File: src/rtl/core/suid_pkg.sv
// ----------------------------------------------------------------------------
// suid_pkg
// Shared types and codes for the set union / intersection / difference block.
// ----------------------------------------------------------------------------
package suid_pkg;

   localparam int ELEM_W = 32;
   localparam int ACT_W  = 3;

   // action codes of the request item
   localparam logic [ACT_W-1:0] ACT_CLEAR     = 3'd0;
   localparam logic [ACT_W-1:0] ACT_LOAD_A    = 3'd1;
   localparam logic [ACT_W-1:0] ACT_LOAD_B    = 3'd2;
   localparam logic [ACT_W-1:0] ACT_UNION     = 3'd3;
   localparam logic [ACT_W-1:0] ACT_INTERSECT = 3'd4;
   localparam logic [ACT_W-1:0] ACT_DIFF      = 3'd5;

   // controls of one list cell
   typedef struct packed {
      logic wr;    // take the load element
      logic rot;   // take the neighbor's value
   } list_ctl_type;

   // controls of one result store cell
   typedef struct packed {
      logic clear; // drop the valid bit
      logic shift; // take the neighbor's value and valid
   } emit_ctl_type;

endpackage

File: src/rtl/core/suid_list_cell.sv
// ----------------------------------------------------------------------------
// suid_list_cell
// One entry of list A or B: written on load, rotated during a scan, and
// compared against the broadcast key.
// ----------------------------------------------------------------------------
module suid_list_cell
   import suid_pkg::*;
(
   input  logic              clock,
   input  list_ctl_type      ctl,
   input  logic [ELEM_W-1:0] wr_data,
   input  logic [ELEM_W-1:0] rot_data,
   input  logic              in_use,
   input  logic [ELEM_W-1:0] key,
   output logic [ELEM_W-1:0] value,
   output logic              match
);

   logic [ELEM_W-1:0] value_ff;
   logic [ELEM_W-1:0] value_in;

   // load wins over rotate; the two never meet
   always_comb begin
      value_in = value_ff;
      if (ctl.wr) begin
         value_in = wr_data;
      end else if (ctl.rot) begin
         value_in = rot_data;
      end
   end

   always_ff @(posedge clock) begin
      value_ff <= value_in;
   end

   assign value = value_ff;
   assign match = in_use && (value_ff == key);

endmodule

File: config.mk
export PLATFORM = sky130hd
export DESIGN_NAME = suid_list_cell
export DESIGN_NICKNAME = d
export VERILOG_FILES = /design/src/rtl/core/suid_pkg.sv /design/src/rtl/core/suid_list_cell.sv
export SDC_FILE = /design/constraint.sdc
export NUM_CORES = 1
export LEC_CHECK = 0
export ABC_CLOCK_PERIOD_IN_PS = 1600
export BUFFER_PORTS_ARGS = -buffer_cell sky130_fd_sc_hd__buf_2
export CORE_ASPECT_RATIO = 1.25
export CORE_UTILIZATION = 39
export CTS_CLUSTER_SIZE = 16
export DETAILED_ROUTE_END_ITERATION = 16
export PLACE_DENSITY = 0.81
export SLEW_MARGIN = 20
export SYNTH_ARGS = -nofsm -noshare
export SYNTH_HDL_FRONTEND = slang
export SYNTH_SLANG_ARGS = --single-unit
export TNS_END_PERCENT = 5
File: constraint.sdc
create_clock -name clock -period 1.6 [get_ports clock]
set_input_delay 0.24 -clock clock [delete_from_list [all_inputs] [get_ports clock]]
set_output_delay 0.24 -clock clock [all_outputs]
set_load 0.02 [all_outputs]
* Word-level counts from Yosys, hierarchy flattened
Cells that the tools add are included.
Operators by class: eq/ne operators 1, mux-type cells 2, reduce and logical (&&, ||, !) cells 2
Operators with widths (count):
- 32-bit 2-to-1 mux | 2
- 32-bit equality test | 1
- 2-bit nonzero test | 1
- 1-bit logical AND | 1
Word-level totals: flip-flop bits (word level) 32, output and inout port bits 33, word-level logic and storage cells 6

* Depth between registers and ports, before layout
depth in word-level cells 2, gate-level depth with buffers 4, gate-level depth less buffers 4

* Worst setup path after synthesis
Ideal clock, no wire load.
path kind reg-to-output, start point register value_ff[17] (netlist: value[17]), end point output port match, data arrival time 1416 ps, data required time 1360 ps, setup slack -56 ps, cell stages (with the launch flop) 5, path buffers 0, cell sequence edfxtp_1 > xor2_1 > nor4_1 > nand4_1 > nor3_2
Between the ends: cells in the longest elaborated chain, start to end 2
Ends and longest elaborated chain:
- start, declared | line suid_list_cell.sv:19 | logic [ELEM_W-1:0] value_ff;
- start signal, assigned | line suid_list_cell.sv:33 | value_ff <= value_in;
- 32-bit equality test | line suid_list_cell.sv:37 | assign match = in_use && (value_ff == key);
- 1-bit logical AND | line suid_list_cell.sv:37
- end, declared | line suid_list_cell.sv:16 | output logic match
Every way passes these cells.

* Final worst setup path
start point register value_ff[29] (netlist: value[29]), end point output port match
The elaborated chain is that of the path after synthesis.

==> impl_metrics.json <==
{
  "dp_slack_ns": -0.1587,
  "leakagePower_nw": 1.206,
  "wl_um": 4079,
  "min_to": "value[19]",
  "firstDrtPassIters": 4,
  "finalSetupViolations": 1,
  "cp_top_family": "simple AND/OR/NAND/NOR gates",
  "ys_seq_area_share_pct": 56.43,
  "cp_slowest_cell": "edfxtp_1",
  "area_growth_pct": 52.09,
  "slowest_delay_ns": 0.42,
  "worst_slew_margin_rel_pct": 81.64,
  "layout_setup_ws_ns": -0.3245,
  "drc": 0,
  "startpoint_type": "flip-flop",
  "hold_viol_final": 0,
  "hold_depth": 2,
  "hpwl_um": 3349,
  "cts_sinks": 32,
  "cp.depth": 5,
  "synthSimpleGateAreaFrac_pct": 4.776,
  "finalCriticalPeriod_ns": 1.925,
  "timing.hold.ws_ns": 0.2571,
  "die_h_um": 75.88,
  "ys_warn_count": 0,
  "end_kind": "output pin",
  "vias": 1445,
  "portBuffers": 132,
  "syn_area_per_cell_um2": 15.07,
  "ios": 133,
  "failed_checks": "setup timing",
  "period_share_pct": 120.3,
  "maxSlewViolCount": 0,
  "core-area_um2": 4131,
  "track_usage_pct": 18.39,
  "p_total_mw": 2.222,
  "synthXorXnorAreaFrac_pct": 16.46,
  "synth_mux_area_share_pct": 21.16,
  "cts_tree": "done",
  "die-area_um2": 4636,
  "path_cells": "xor2_1 -> nor4_1 -> nand4_1 -> nor3_4 -> buf_6",
  "cts_htree_levels": 2,
  "cp_data_required_time_ns": 1.36,
  "synthAdderAreaFrac_pct": 0,
  "synth_cell_types": 11,
  "synth_top_area_share_pct": 56.43,
  "rows": 26,
  "grt_max_degree": 20,
  "min-delay-start": "wr_data[19]",
  "cap_violations": 0,
  "drt-initial-drc-count": 37,
  "gp_congestion": 0.7365,
  "hp-class": "primary input to flip-flop",
  "cts_max_path_buffers": 2,
  "die_w_um": 61.10,
  "cts_inserted_buffers": 5,
  "synth.largest_area_cell": "edfxtp_1",
  "root_buffer": "clkbuf_8",
  "largest_reg_flops": 32,
  "worstMarginPinSlew_ns": 0.2728,
  "yosys_register_bits": 32,
  "path_buf_inv": 1,
  "first_global_vias": 1474,
  "syn_inst": 113,
  "max_freq_mhz": 519.6,
  "synthTopCellsByArea": "edfxtp_1 (56%), mux2_2 (21%), xor2_1 (16%), nor4_1 (2.6%), buf_2 (1.2%)",
  "synth_area_um2": 1703,
  "synth_compound_area_share_pct": 0,
  "clk_pin_slew_worst_paths_ns": 0.06,
  "power.density_nw_per_um2": 857.8,
  "drive_gt1_share_pct": 71.65,
  "detail-route-antenna-nets": 0,
  "grt_antenna_before_repair": 0,
  "grt.overflow.total": 0,
  "initial_core_util_pct": 41.22,
  "status": "finished, violations left",
  "critPathKind": "flip-flop to output pin",
  "final_cell_mix": "buf_2 (131), mux2_2 (32), edfxtp_1 (32)",
  "grt_pass1_wl_um": 6051,
  "arrival_ns": 1.68,
  "nNetsFinal": 354,
  "diodes": 0,
  "rsz0062_at_grt": "yes",
  "vias_per_cell": 4.661,
  "synth_top_family_by_area": "multiplexers",
  "layout_commonest_cell": "buf_2",
  "synth_nets": 213,
  "wl_per_cell_um": 13.16,
  "irDropWorstVdd_uv": 616.9,
  "critPathMaxFanout": 2
}
-- worst max-delay path by stage --
stage / startpoint / slack [ns] / to
2_1_floorplan: value[31] / -0.005 / match
6_report: value[29] / -0.32 / match
3_3_place_gp: value[19] / -0.15 / match
5_1_grt: value[19] / -0.42 / match
4_1_cts: value[16] / -0.39 / match
3_5_place_dp: value[19] / -0.16 / match
-- per-stage QoR --
step	setup TNS [ns]	instances	cell area [um^2]	utilization, %
CTS	-0.3857	310	2577	62.39
global placement	-0.1531	303	2477	59.96
finish	-0.3245	310	2590	62.69
floorplan	-0.005041	113	1709	-
global route	-0.4247	310	2590	62.69
detailed placement	-0.1587	303	2477	59.96
-- kinds of logic after synthesis --
| group | after synthesis |
|---|---|
| XOR/XNOR | 32 |
| flip-flops | 32 |
| buffers and inverters | 4 |
| multiplexers | 32 |
| AND/OR/NAND/NOR | 13 |
-- final cells by class --
class,instances,area [um^2]
Clock buffer,5,68.82
Sequential cell,32,960.9
Tap cell,56,70.07
Multi-Input combinational cell,77,758.2
Clock inverter,2,7.507
Fill cell,348,1541
Timing Repair Buffer,138,724.4
-- cell usage after synthesis (all sizes together) --
cell type and count:
buf 4, edfxtp 32, mux2 32, nand3 2
nand4 1, nor3 2, nor4 7, or2 1
xnor2 1, xor2 31
-- metal layers --
| layer | GRT usage [%] | share of wire [%] | wire length, um | up-vias |
|---|---|---|---|---|
| met5 | 0 | 0 | 0 | - |
| met4 | 7.828 | 1.5 | 63 | 0 |
| met3 | 5.772 | 7.7 | 316 | 8 |
| met2 | 34.66 | 54 | 2186 | 75 |
| met1 | 18.06 | 37 | 1514 | 662 |
| li1 | - | - | - | 700 |
-- report_power, final --
group          leakage (nW)  switching, mW  internal [mW]  total [mW]
combinational         0.841          0.292          0.274       0.567
sequential            0.326         0.0577           1.03        1.09
clock                0.0391          0.276          0.286       0.563
-- what timing repair did --
action,4_1_cts,5_1_grt
hold endpoints to repair,0,0
setup endpoints to repair,1,1
hold buffers,0,0
gates resized for setup,5,2
pin swaps,1,1
buffers inserted,0,0
Power figures use the tool's default switching activity.
