===== config.mk =====
export PLATFORM = sky130hd
export DESIGN_NAME = suid_emit_cell
export DESIGN_NICKNAME = d
export VERILOG_FILES = /design/src/rtl/core/suid_pkg.sv /design/src/rtl/core/suid_emit_cell.sv
export SDC_FILE = /design/constraint.sdc
export NUM_CORES = 1
export LEC_CHECK = 0
export BUFFER_PORTS_ARGS = -buffer_cell sky130_fd_sc_hd__buf_4
export CAP_MARGIN = 20
export CORE_UTILIZATION = 24
export DETAILED_ROUTE_END_ITERATION = 10
export GPL_ROUTABILITY_DRIVEN = 0
export GPL_TIMING_DRIVEN = 0
export SLEW_MARGIN = 30
export SYNTH_ARGS = -nofsm -noshare
export SYNTH_HDL_FRONTEND = slang
export SYNTH_SLANG_ARGS = --single-unit

===== constraint.sdc =====
create_clock -name clock -period 2.23 [get_ports clock]
set_clock_uncertainty 0.2 [all_clocks]
set_input_delay 0.223 -clock clock [delete_from_list [all_inputs] [get_ports clock]]
set_output_delay 0.223 -clock clock [all_outputs]
set_load 0.005 [all_outputs]

===== src/rtl/core/suid_pkg.sv =====
// ----------------------------------------------------------------------------
// suid_pkg
// Shared types and codes for the set union / intersection / difference block.
// ----------------------------------------------------------------------------
package suid_pkg;

   localparam int ELEM_W = 32;
   localparam int ACT_W  = 3;

   // action codes of the request item
   localparam logic [ACT_W-1:0] ACT_CLEAR     = 3'd0;
   localparam logic [ACT_W-1:0] ACT_LOAD_A    = 3'd1;
   localparam logic [ACT_W-1:0] ACT_LOAD_B    = 3'd2;
   localparam logic [ACT_W-1:0] ACT_UNION     = 3'd3;
   localparam logic [ACT_W-1:0] ACT_INTERSECT = 3'd4;
   localparam logic [ACT_W-1:0] ACT_DIFF      = 3'd5;

   // controls of one list cell
   typedef struct packed {
      logic wr;    // take the load element
      logic rot;   // take the neighbor's value
   } list_ctl_type;

   // controls of one result store cell
   typedef struct packed {
      logic clear; // drop the valid bit
      logic shift; // take the neighbor's value and valid
   } emit_ctl_type;

endpackage


===== src/rtl/core/suid_emit_cell.sv =====
// ----------------------------------------------------------------------------
// suid_emit_cell
// One entry of the result store: a shift chain of emitted elements with a
// valid bit, compared against the broadcast key for duplicate checks.
// ----------------------------------------------------------------------------
module suid_emit_cell
   import suid_pkg::*;
(
   input  logic              clock,
   input  logic              reset,
   input  emit_ctl_type      ctl,
   input  logic [ELEM_W-1:0] shift_data,
   input  logic              shift_valid,
   input  logic [ELEM_W-1:0] key,
   output logic [ELEM_W-1:0] value,
   output logic              valid,
   output logic              match
);

   logic [ELEM_W-1:0] value_ff;
   logic [ELEM_W-1:0] value_in;
   logic              valid_ff;
   logic              valid_in;

   // next value and valid
   always_comb begin
      value_in = value_ff;
      valid_in = valid_ff;
      if (ctl.clear) begin
         valid_in = 1'b0;
      end else if (ctl.shift) begin
         value_in = shift_data;
         valid_in = shift_valid;
      end
   end

   always_ff @(posedge clock) begin
      if (reset) begin
         valid_ff <= 1'b0;
      end else begin
         valid_ff <= valid_in;
      end
   end

   always_ff @(posedge clock) begin
      value_ff <= value_in;
   end

   assign value = value_ff;
   assign valid = valid_ff;
   assign match = valid_ff && (value_ff == key);

endmodule

After elaboration in Yosys (flattened, before gate mapping)
Index checks and enable logic that the tools add are counted.
{"block": "totals", "ff_bits": 33, "mem_bits_ro": 0, "ram_bits": 0, "latch_bits": 0, "wordCells": 7, "inputBits": 69, "out_inout_bits": 34, "n_memories": 0}
{"block": "op_classes", "n_eq_ne": 1, "n_shift": 0, "n_lt_le_gt_ge": 0, "n_reduce_logical": 3, "div": 0, "mul": 0, "n_bitwise": 1, "n_mux": 0, "add_sub_neg": 0}
{"op": "$eq 32x32->1", "n": 1}
{"op": "$reduce_and 2->1", "n": 1}
{"op": "$reduce_or 2->1", "n": 1}
{"op": "$logic_and 1x1->1", "n": 1}
{"op": "$not 1->1", "n": 1}

Logic depth before layout (Yosys ltp)
Gate-level depths: netlist of run 1.
{"block": "depth", "word_depth": 2, "depth_mapped": 4, "ltp_nobuf": 4}

Worst setup path after synthesis of run 1
OpenSTA, ideal clock, no wires.
{"block": "synth_timing", "kind": "in2reg", "from": "input port ctl[1] (netlist name)", "to": "register value_ff[0], in the netlist value[0] (enable)", "setup_slack_ps": -71, "path_stages": 1, "arrival_time_ps": 1675, "n_path_buf": 0, "setup_time_ps": 425, "t_required_ps": 1605, "path_cell_list": "nor2b_1"}
{"block": "synth_via", "elab_chain_len": 2}
{"item": "start: declaration", "line": "suid_emit_cell.sv:11", "text": "input emit_ctl_type ctl,"}
{"item": "$not 1->1 (no line)"}
{"item": "$reduce_and 2->1 (no line)"}
{"item": "end signal: assignment", "line": "suid_emit_cell.sv:46", "text": "value_ff <= value_in;"}
{"item": "end: declaration", "line": "suid_emit_cell.sv:20", "text": "logic [ELEM_W-1:0] value_ff;"}
No other way between the ends.
A chain may end at the register's enable or synchronous reset.

Worst setup path in the final report of run 1
{"block": "layout_timing", "from": "register value_ff[22], in the netlist value[22]", "to": "output port match"}
{"block": "layout_via", "elab_chain_len": 2}
{"item": "$eq 32x32->1", "line": "suid_emit_cell.sv:51", "text": "assign match = valid_ff && (value_ff == key);"}
{"item": "$logic_and 1x1->1", "line": "suid_emit_cell.sv:51"}
{"item": "end: declaration", "line": "suid_emit_cell.sv:17", "text": "output logic match"}
No other way between the ends.

==> run metrics, run 1 <==
height of the chip 77.2 µm; run status finished clean; layout-stage area growth over the synthesis result 98.7%; cell area after technology mapping 1360 µm²; worst skew pair latency 0.27 ns; Final TNS setup 0 ns; kind of capture point of the worst setup path primary output; RSZ-0062 raised after global routing true; leakage power 1.15 nW; Ports 103; slew at the pin closest to its max-slew limit 0.361 ns; mux cell area share after synthesis 0.737%; instance count after placement with tap cells included 255; pin count of the biggest net entering global routing 24; # H-tree levels 2; dominant combinational cell family by area after synthesis XOR/XNOR gates; maximum capacitance violations 0; Clock Tree Root sky130_fd_sc_hd__clkbuf_8; r2r endpoint valid; die outline width 77.2 µm; fin nets 294; Min Clock Period, post-route 2.09 ns; FF-to-FF setup slack 0.87 ns; DPL Wire Length 2600 µm; Syn Nets 149; vias in the first global route 1264; clock sink count 33; TritonCTS clock tree built; sequential area share after synthesis 72.3%; critical path startpoint category flip-flop; clock slew seen by the registers of the worst setup and hold paths 0.07 ns; class of the tightest hold or removal check in2reg; Site Rows 27; post-synthesis share of cell area spent on full adders, half adders and majority gates 0%; Die Area 5960 µm²; upper clock frequency limit 0.479 GHz; synthesis warning total 0; layout cells sized above 1 51.1%; GRT Total Usage 12.2%; post-synthesis cell count 80; initial antenna violation count 0; combined buffer and inverter count along the critical path 1; total of endpoints with negative setup slack in the final report 0; area share of the leading cell type in the synthesized netlist 70.8%; final std cell area, no fill 2700 µm²; routed wire length per instance 12.0 µm; type of the worst setup path reg2out; power density normalized to cell area 538 nW/µm²; Register Area 981 µm²; destination of the critical timing path match; number of CTS-inserted buffers 5; detailed-route vias per instance 3.99; Crit Reg-Reg Startpoint valid; worst hold margin 0.101 ns; crit path from value[22]; number of DRC violations after detailed routing 0; number of distinct library cells after synthesis 11; antenna fix cells 0; area share of xor/xnor cells in the synthesized design 20.6%; cells along the critical path xor2_1, nor4_2, nand4_1, nor3_2, buf_4; arrival time of the worst setup path 1.66 ns; CTS Buffer Depth 2; total routed wirelength 3550 µm; delay contributed by the slowest stage of the critical path 0.40 ns; most area-hungry cell type in the Yosys netlist sky130_fd_sc_hd__edfxtp_1; Post-Layout Cell Count 297; count of filler cells inserted in the layout 530; period utilization 93.6%; number of hold-slack violations in the final timing report 0; flip-flop and latch count after synthesis 33; port bufs 102; starting utilization of the core area 24.8%; maximum fanout count along the critical path 2; critical path's top delay family simple AND/OR/NAND/NOR gates; dpl cell area 2250 µm²; total iterations of the first detailed-routing run 3; Max rail drop VDD 281 µV; basic-gate share of the synthesized area counting and, or, nand and nor cells 6.36%; relative slew slack 75.9%; initial drt markers 14; Worst EP required 1.81 ns; synthesized-area fraction occupied by ao, oa, aoi and oai cells 0%; total congestion overflow 0; Max stage delay cell, worst path sky130_fd_sc_hd__edfxtp_1; area of the core 5470 µm²; length in cells of the worst reg-to-reg path 3; number of nets still failing antenna checks after routing 0; number of logic stages on the critical path including buffering 5; number of vias in the routed layout 1186; post-synthesis area per instance 17.0 µm²; Area contributors post-synth sky130_fd_sc_hd__edfxtp_1 (71%), sky130_fd_sc_hd__xor2_1 (20%), sky130_fd_sc_hd__nor4_1 (3.2%); multi-input logic area 409 µm²; global-route wire length before repair 5580 µm; max-slew violation count 0
==> worst min path at each step <==
stage                           end  slack, ns  startpoint  depth (start not counted)
after floorplan               valid        0.1       reset                          1
after global placement        valid       0.20       reset                          2
after detailed placement      valid       0.19       reset                          2
after CTS                 value[22]       0.09      ctl[1]                          2
after global routing      value[22]        0.1      ctl[1]                          2
final                     value[25]       0.10      ctl[1]                          2
==> sequential cells by signal (all words and copies together), names as in the netlist <==
signal,count
value,32
valid,1
==> power breakdown <==
part / switching [W] / internal, W / leakage [nW]
clock network: 0.000198 / 0.000210 / 0.0387
registers: 0.0000259 / 0.000728 / 0.308
logic: 0.0000921 / 0.000196 / 0.807
==> layer usage <==
metal  vias to the layer above  track usage [%]  share of wire, %  wire length, µm
li1                        584                -                 -                -
met1                       526             13.6                40             1420
met2                        72             20.4                48             1700
met3                         4             5.48                11              400
met4                         0             4.53              0.87               31
met5                         -                0                 0                0
==> metrics by stage <==
stage | worst slack, ns | utilization [%] | power, W
detailed placement | 0.210 | 41.1 | 0.00100
global placement | 0.0362 | 40.5 | 0.000991
finish | 0.144 | 49.3 | 0.00145
CTS | 0.0155 | 48.8 | 0.00147
floorplan | 0.528 | - | 0.000826
global route | -0.0344 | 49.3 | 0.00153
==> placed cells by master, fill, tap and decap left out <==
cell | synthesis | routed
sky130_fd_sc_hd__nor2b_4 | 0 | 1
sky130_fd_sc_hd__mux2i_1 | 1 | 1
sky130_fd_sc_hd__nor3_1 | 2 | 2
sky130_fd_sc_hd__clkinv_1 | 0 | 1
sky130_fd_sc_hd__nand4_1 | 1 | 1
sky130_fd_sc_hd__xor2_1 | 31 | 31
sky130_fd_sc_hd__edfxtp_1 | 32 | 32
sky130_fd_sc_hd__buf_16 | 0 | 1
sky130_fd_sc_hd__buf_4 | 0 | 103
sky130_fd_sc_hd__nor4_2 | 0 | 4
sky130_fd_sc_hd__clkbuf_8 | 0 | 5
sky130_fd_sc_hd__xnor2_1 | 1 | 1
sky130_fd_sc_hd__dlygate4sd3_1 | 0 | 34
sky130_fd_sc_hd__clkbuf_1 | 0 | 1
sky130_fd_sc_hd__dfxtp_1 | 1 | 1
sky130_fd_sc_hd__nor4_1 | 7 | 3
sky130_fd_sc_hd__nand3_1 | 2 | 2
sky130_fd_sc_hd__nor3_2 | 1 | 1
==> worst register-to-register path, stage by stage, from the launching register on <==
cell and delay [ns]:
sky130_fd_sc_hd__dfxtp_1 0.32, sky130_fd_sc_hd__mux2i_1 0.13, sky130_fd_sc_hd__nor3_1 0.05, sky130_fd_sc_hd__dlygate4sd3_1 0.54
==> synthesized netlist by cell type <==
cell,count
sky130_fd_sc_hd__edfxtp_1,32
sky130_fd_sc_hd__nor3_1,2
sky130_fd_sc_hd__xor2_1,31
sky130_fd_sc_hd__nor4_1,7
sky130_fd_sc_hd__nor3_2,1
sky130_fd_sc_hd__xnor2_1,1
sky130_fd_sc_hd__nand3_1,2
sky130_fd_sc_hd__mux2i_1,1
sky130_fd_sc_hd__nand4_1,1
sky130_fd_sc_hd__dfxtp_1,1
sky130_fd_sc_hd__nor2b_1,1
==> logic make-up (layout without fill, tap and decap cells) <==
logic type	Yosys count	after routing
buffers and inverters	0	145
muxes	1	1
DFF	33	33
and+or+nand+nor	14	14
xor gates and xnor gates	32	32
==> what timing repair did <==
action                                 CTS  global route
endpoints found under the hold margin   33             0
buffers inserted                         0             1
resized for setup                        1             3
setup endpoints to repair                1             1
pin swaps                                2             3
hold buffers                            34             0
==> layout make-up <==
cell class	count	share of cell area [%]
repair buffers	138	42.3
flip-flops and latches	33	36.4
multi-input cells	47	15.2
well taps	72	3.34
clock buffers	6	2.69
clock inverters	1	0.139
Note: power is estimated with default switching activity, not from simulation.
==> run 2, diff against run 1 <==
--- a/config.mk
+++ b/config.mk
@@ -7,10 +7,12 @@
 export LEC_CHECK = 0
 export BUFFER_PORTS_ARGS = -buffer_cell sky130_fd_sc_hd__buf_4
 export CAP_MARGIN = 20
+export CORE_ASPECT_RATIO = 1.5
 export CORE_UTILIZATION = 24
 export DETAILED_ROUTE_END_ITERATION = 10
 export GPL_ROUTABILITY_DRIVEN = 0
 export GPL_TIMING_DRIVEN = 0
+export PLACE_DENSITY = 0.61
 export SLEW_MARGIN = 30
 export SYNTH_ARGS = -nofsm -noshare
 export SYNTH_HDL_FRONTEND = slang
==> run 2 against run 1 <==
Effect of this change:
- highest routed layer unchanged
- setup slack worse by 0.013 ns
- die area up 0.10%
- count of clock-buffer cells in the layout unchanged
- cell count down 0.34%
- largest cell class unchanged
==> run metrics, run 2 (same netlist as run 1, synthesis figures left out) <==
r2r endpoint valid; global-route wire length before repair 5460 µm (-2.1%); worst hold path endpoint value[12]; Site Rows 33 (+22%); port bufs 102 (unchanged); Register Area 981 µm² (unchanged); run status finished clean; arrival time of the worst setup path 1.68 ns (+0.02 ns); Crit Reg-Reg Startpoint valid; Die Area 5970 µm² (+0.10%); layout-stage area growth over the synthesis result 98.1%; number of DRC violations after detailed routing 0 (unchanged); period utilization 94.2% (+0.60 points); combined buffer and inverter count along the critical path 1 (unchanged); DPL Wire Length 2740 µm (+5.4%); multi-input logic area 397 µm² (-3.1%); upper clock frequency limit 0.476 GHz (-0.64%); total congestion overflow 0 (unchanged); Min Clock Period, post-route 2.10 ns (+0.0135 ns); total routed wirelength 3660 µm (+3.1%); clock sink count 33 (unchanged); CTS Buffer Depth 2 (unchanged); Max rail drop VDD 435 µV (+55%); layout cells sized above 1 50.9% (-0.23 points); count of filler cells inserted in the layout 505 (-4.7%); number of CTS-inserted buffers 5 (unchanged); maximum capacitance violations 0 (unchanged); worst hold path stage count 2 (unchanged); kind of capture point of the worst setup path primary output; leakage power 1.16 nW (+0.46%); antenna fix cells 0 (unchanged); TritonCTS clock tree built; Clock Tree Root sky130_fd_sc_hd__clkbuf_8; Worst EP required 1.81 ns (about the same); total iterations of the first detailed-routing run 2 (-1); Max stage delay cell, worst path sky130_fd_sc_hd__edfxtp_1; RSZ-0062 raised after global routing false; GRT Total Usage 12.4% (+0.18 points); critical path startpoint category flip-flop; worst hold margin 0.141 ns (+0.0396 ns); detailed-route vias per instance 4.04 (+1.3%); relative slew slack 64.7% (-11 points); FF-to-FF setup slack 0.85 ns (-0.02 ns); startpoint of the most critical hold path ctl[1]; clock slew seen by the registers of the worst setup and hold paths 0.07 ns (about the same); pin count of the biggest net entering global routing 18 (-25%); Final TNS setup 0 ns (unchanged); max-slew violation count 0 (unchanged); number of vias in the routed layout 1197 (+0.93%); power density normalized to cell area 545 nW/µm² (+1.3%); cells along the critical path xor2_1, nor4_2, nand4_1, nor3_2, buf_4; initial antenna violation count 0 (unchanged); slew at the pin closest to its max-slew limit 0.529 ns (+0.167 ns); leading cell types in the layout, fill and taps excluded sky130_fd_sc_hd__buf_4 (103), sky130_fd_sc_hd__dlygate4sd3_1 (34), sky130_fd_sc_hd__edfxtp_1 (32); number of hold-slack violations in the final timing report 0 (unchanged); flip-flop count of the largest register, all copies and words added 32 (unchanged); maximum fanout count along the critical path 2 (unchanged); area of the core 5450 µm² (-0.41%); die outline width 63.4 µm (-18%); Ports 103 (unchanged); type of the worst setup path reg2out; leading cell type in the layout, fill and taps excluded sky130_fd_sc_hd__buf_4; routed wire length per instance 12.4 µm (+3.5%); fin nets 294 (unchanged); starting utilization of the core area 24.9% (+0.10 points); worst skew pair latency 0.28 ns (about the same); vias in the first global route 1195 (-5.5%); # H-tree levels 2 (unchanged); height of the chip 94.1 µm (+22%); critical path's top delay family simple AND/OR/NAND/NOR gates; total of endpoints with negative setup slack in the final report 0 (unchanged); class of the tightest hold or removal check in2reg; length in cells of the worst reg-to-reg path 3 (unchanged); delay contributed by the slowest stage of the critical path 0.40 ns (about the same); initial drt markers 8 (-6); number of nets still failing antenna checks after routing 0 (unchanged)
-- run 2: changes by cell type in the layout (fill, tap and decap cells not counted), sizes merged --
cell,previous run,this run
clkinv,1,2
-- run 2: worst max path at each step --
stage	startpoint	to	slack [ns]	cells after the start
2_1_floorplan	ctl[0]	value[0]	0.53	1
3_3_place_gp	ctl[1]	value[16]	0.06	2
3_5_place_dp	value[21]	match	0.21	5
4_1_cts	value[21]	match	0.01	5
5_1_grt	value[28]	match	0.001	5
6_report	value[16]	match	0.13	5
-- run 2: timing repair --
item	CTS	global route
pin swaps	0	2
setup endpoints to repair	1	1
setup buffers	0	1
gates resized for setup	1	1
hold endpoints to repair	33	0
hold buffers	34	0
-- run 2: routing by layer --
metal	vias up	track usage, %	part of all wire, %
li1	583	-	-
met1	552	11.5	31
met2	57	24.4	60
met3	5	3.88	7.2
met4	0	4.55	1.5
met5	-	0	0
-- run 2: area by class of cell --
class	count	share of cell area, %
sequential	33	36.5
clock inverter	2	0.372
multi-input combinational	47	14.8
tap	70	3.26
clock buffer	6	2.70
timing repair buffer	138	42.4
-- run 2: power breakdown --
group / internal, W / total (W) / switching (W)
sequential: 0.000728 / 0.000755 / 0.0000269
combinational: 0.000195 / 0.000284 / 0.0000887
clock: 0.000216 / 0.000426 / 0.000210
-- run 2: per-stage QoR --
step                setup WS [ns]  instance area [µm²]  power, W  cells  util (%)
floorplan                   0.528                 1360  0.000826     80         -
CTS                        0.0150                 2680   0.00148    295      49.1
global route              0.00138                 2690   0.00154    296      49.3
finish                      0.130                 2690   0.00146    296      49.3
detailed placement          0.211                 2250   0.00100    253      41.2
global placement           0.0640                 2210  0.000991    252      40.6
